--- config.mk ---
export PLATFORM = sky130hd
export DESIGN_NAME = cmav_ram
export DESIGN_NICKNAME = d
export VERILOG_FILES = /design/src/rtl/cmav_ram.sv
export SDC_FILE = /design/constraint.sdc
export NUM_CORES = 2
export LEC_CHECK = 0
export BUFFER_PORTS_ARGS = -buffer_cell sky130_fd_sc_hd__buf_4
export CORE_MARGIN = 2
export CORE_UTILIZATION = 55
export CTS_CLUSTER_SIZE = 25
export DETAILED_ROUTE_END_ITERATION = 7
export GPL_TIMING_DRIVEN = 0
export PLACE_DENSITY = 0.71
export SETUP_SLACK_MARGIN = 0.02
export SLEW_MARGIN = 15
export SYNTH_ARGS = -nofsm -noshare
export SYNTH_HDL_FRONTEND = slang
export SYNTH_SLANG_ARGS = --single-unit
--- constraint.sdc ---
create_clock -name i_clk -period 4.8 [get_ports i_clk]
set_clock_uncertainty 0.1 [all_clocks]
set_input_delay 0.96 -clock i_clk [delete_from_list [all_inputs] [get_ports i_clk]]
set_output_delay 0.96 -clock i_clk [all_outputs]
set_load 0.03 [all_outputs]
--- src/rtl/cmav_ram.sv ---
// generic single-port-write, registered-read ram
module cmav_ram #(
    parameter int WIDTH = 32,
    parameter int DEPTH = 128
) (
    input  logic                     i_clk,
    input  logic                     i_we,
    input  logic [$clog2(DEPTH)-1:0] i_waddr,
    input  logic [WIDTH-1:0]         i_wdata,
    input  logic [$clog2(DEPTH)-1:0] i_raddr,
    output logic [WIDTH-1:0]         o_rdata
);

    logic [WIDTH-1:0] r_mem [DEPTH];
    logic [WIDTH-1:0] r_rdata;

    always_ff @(posedge i_clk) begin
        if (i_we) begin
            r_mem[i_waddr] <= i_wdata;
        end
        r_rdata <= r_mem[i_raddr];
    end

    assign o_rdata = r_rdata;

endmodule

==> reports/results.md <==
| Result | This run |
|---|---|
| Net Sw Frac | 21.11% |
| Mean cell area of the mapped netlist | 26.09 µm² |
| Crit path time final | 4.892 ns |
| Number of max-capacitance violations reported | 0 |
| Critical Path RT | 5.45 ns |
| Total clock buffers created by CTS | 389 |
| Final number of setup-violating endpoints | 3 |
| DRT iter0 DRCs | 11020 |
| Total Wirelength | 405800 µm |
| Failing checks | negative setup slack |
| Netlist area before placement | 156300 µm² |
| Sort of element at the start of the critical path | primary input |
| Final design utilization | 63.62% |
| Post-synthesis cell count | 5990 |
| TritonCTS sink count | 4128 |
| Most frequent cells after synthesis | 4096 x sky130_fd_sc_hd__edfxtp_1, 1344 x sky130_fd_sc_hd__mux4_2, 182 x sky130_fd_sc_hd__clkbuf_1 |
| Switch Pwr | 15.82 mW |
| Cell area after placement | 166400 µm² |
| Flip-flop and latch count after synthesis | 4128 |
| Unrepaired setup endpoints after global routing | false |
| Clk_lat worst skew | 0.91 ns |
| CTS H-tree depth | 5 |
| Number of I/O port buffers | 68 |
| Ratio of cells with drive above 1 in the final layout | 34.97% |
| Post-synth top flop | sky130_fd_sc_hd__edfxtp_1 |
| Grt ovf | 0 |
| Via density | 6.677 |
| Cell at the root of the clock tree | sky130_fd_sc_hd__clkbuf_16 |
| Worst Path Arrival | 5.54 ns |
| Tcrit/Tclk final | 101.9% |
| Number of placed I/O pins | 80 |
| Residual DRC | 0 |
| Final Worst Setup Slack | -0.09180 ns |
| Post-placement worst setup slack | -0.7171 ns |
| Maximum number of pins on one net before global-route repair | 129 |
| Capturing element type of the critical path | flop |
| Number of enable flip-flop cells after synthesis | 4096 |
| CTS-repair resized insts | 0 |
| Initial core utilization | 55.31% |
| Routed wire length per instance | 37.54 µm |
| First-pass GRT wire length | 558400 µm |
| Number of distinct library cells after synthesis | 17 |
| Core ar. | 282500 µm² |
| Combinational power share | 5.7% |
| Relative slew margins | 10.08% |
| Final hold violations | 0 |
| Die outline width | 537.0 µm |
| Proportion of power drawn by flip-flops and latches | 53.2% |
| Routability-driven placement congestion ratio | 1.027 |
| Proportion of netlist area held by the largest area contributor | 78.71% |
| Static Leakage | 55.02 nW |
| Setup bufs post-CTS | 0 |
| Number of global-route vias before repair | 71650 |
| Clock edge transition at the registers on the reported setup and hold paths | 0.07 ns |
| Final #Nets | 6697 |
| Largest area contributor in the synthesized netlist | sky130_fd_sc_hd__edfxtp_1 |
| First-pass detailed-route iteration total | 5 |
| Post-synthesis net count | 6038 |
| Power per cell area | 417.0 nW/µm² |
| Hold crit path type | in2reg |
| Share of synthesized registers carrying an async set or reset | 0% |
| Timing-limited maximum frequency | 204.4 MHz |
| Layout overhead on the synthesized area | 15.02% |
| Internal cell power | 59.14 mW |
| Overall Power | 74.96 mW |
| Die span in y | 537.0 µm |
| Least-Margin Pin Slew | 1.349 ns |
| Most frequent cell after synthesis | sky130_fd_sc_hd__edfxtp_1 |
| Site Rows | 195 |
| Number of pins exceeding their max-slew limit in the final report | 0 |
| Post-DRT Antenna Nets | 0 |
| Category of the critical setup timing path | in2reg |
| Run status | finished, violations left |
| Share of the yosys chip area belonging to registers | 79.12% |
| Placed Instances | 9986 |
| Clock share of power | 41.2% |
| Maximum root-to-sink buffer count | 4 |
| Warnings from Yosys | 0 |
| Post-Layout Cell Count | 10810 |
| Peak supply drop | 296.9 µV |
| Sum of net half-perimeters after detailed placement | 259300 µm |
| Worst Hold Slack | 0.2961 ns |
| Total routing resource utilization after global routing | 28.08% |
| Post-CTS Hold Fix Bufs | 0 |
| Leading cell types by total area after synthesis | sky130_fd_sc_hd__edfxtp_1 79%, sky130_fd_sc_hd__mux4_2 19%, sky130_fd_sc_hd__clkbuf_1 0.44% |
| Summed negative setup slack over all endpoints | -0.1445 ns |
| Overall die area | 288400 µm² |
| Finished layout cell area | 179800 µm² |
| Via count | 72170 |
| CTS tree | done |
| CP Max Fanout | 10 |
| Number of antenna violations at the first check in global routing | 74 |
[kinds of logic (layout without fill, tap and decap cells)]
family | count (synthesis) | after routing | synth area share (%)
buf+inv | 316 | 1286 | 0.8391
flops | 4128 | 4128 | 79.12
other cells | 0 | 105 | 0
mux | 1376 | 1376 | 19.60
simple gates | 170 | 170 | 0.4460
[final timing paths]
| check | from | to | slack (ns) | cells past startpoint |
|---|---|---|---|---|
| worst max-delay path | i_raddr[2] | o_rdata[4]$_DFF_P_ | -0.09 | 8 |
| worst min-delay path | i_wdata[2] | r_mem[38][2]$_DFFE_PP_ | 0.30 | 1 |
| worst max register to register | r_mem[23][11]$_DFFE_PP_ | o_rdata[11]$_DFF_P_ | 1.97 | 4 |
| worst min register to register | r_mem[122][15]$_DFFE_PP_ | o_rdata[15]$_DFF_P_ | 1.09 | 4 |
[cell type report]
| type | instances | area, µm² |
|---|---|---|
| clock buffers | 483 | 10250 |
| flip-flops and latches | 4128 | 123600 |
| well taps | 3743 | 4683 |
| multi-input cells | 1546 | 32260 |
| plain buffers | 316 | 1355 |
| fillers | 17550 | 102800 |
| repair buffers | 268 | 4908 |
| clock inverters | 219 | 2395 |
| diodes | 105 | 262.8 |
[per-layer routing]
layer  track usage (%)  wire [µm]
met1             38.03     144400
met2             43.88     196400
met3             7.716      46730
met4             11.43      18110
met5                 0         77
[power by group through the flow]
stage	combinational [mW]	sequential [mW]	clock, mW
2_1_floorplan	1.92	40.7	0
3_5_place_dp	4.08	40.6	0
4_1_cts	4.12	39.9	31.1
3_3_place_gp	3.88	40.6	0
5_1_grt	4.36	39.8	32.4
6_report	4.25	39.9	30.9
[registers in the layout, indices dropped and copies added (netlist names)]
register / count
o_rdata: 32
r_mem: 4096
[placed cells by master, fill, tap and decap left out, drive strengths merged]
cell type  synthesis  layout
or3                1       1
edfxtp          4096    4096
nand4              3       3
nand3             12      12
clkbuf           182     667
inv                0       9
clkinv             0     143
nor2b              7       7
buf              134     400
nand2             14      14
nor3               9       9
nand2b             2       2
mux4            1344    1344
dfxtp             32      32
clkinvlp           0      18
diode              0     105
nor2             122     122
bufinv             0      49
mux2              32      32
[worst max-delay path, stage by stage]
cell                       delay [ns]
sky130_fd_sc_hd__clkbuf_1        0.25
sky130_fd_sc_hd__buf_2           0.46
sky130_fd_sc_hd__clkbuf_2        0.74
sky130_fd_sc_hd__clkbuf_1        0.94
sky130_fd_sc_hd__mux4_2          0.46
sky130_fd_sc_hd__mux4_2          0.63
sky130_fd_sc_hd__mux4_2          0.65
sky130_fd_sc_hd__mux2_2          0.39
Power figures use the tool's default switching activity.
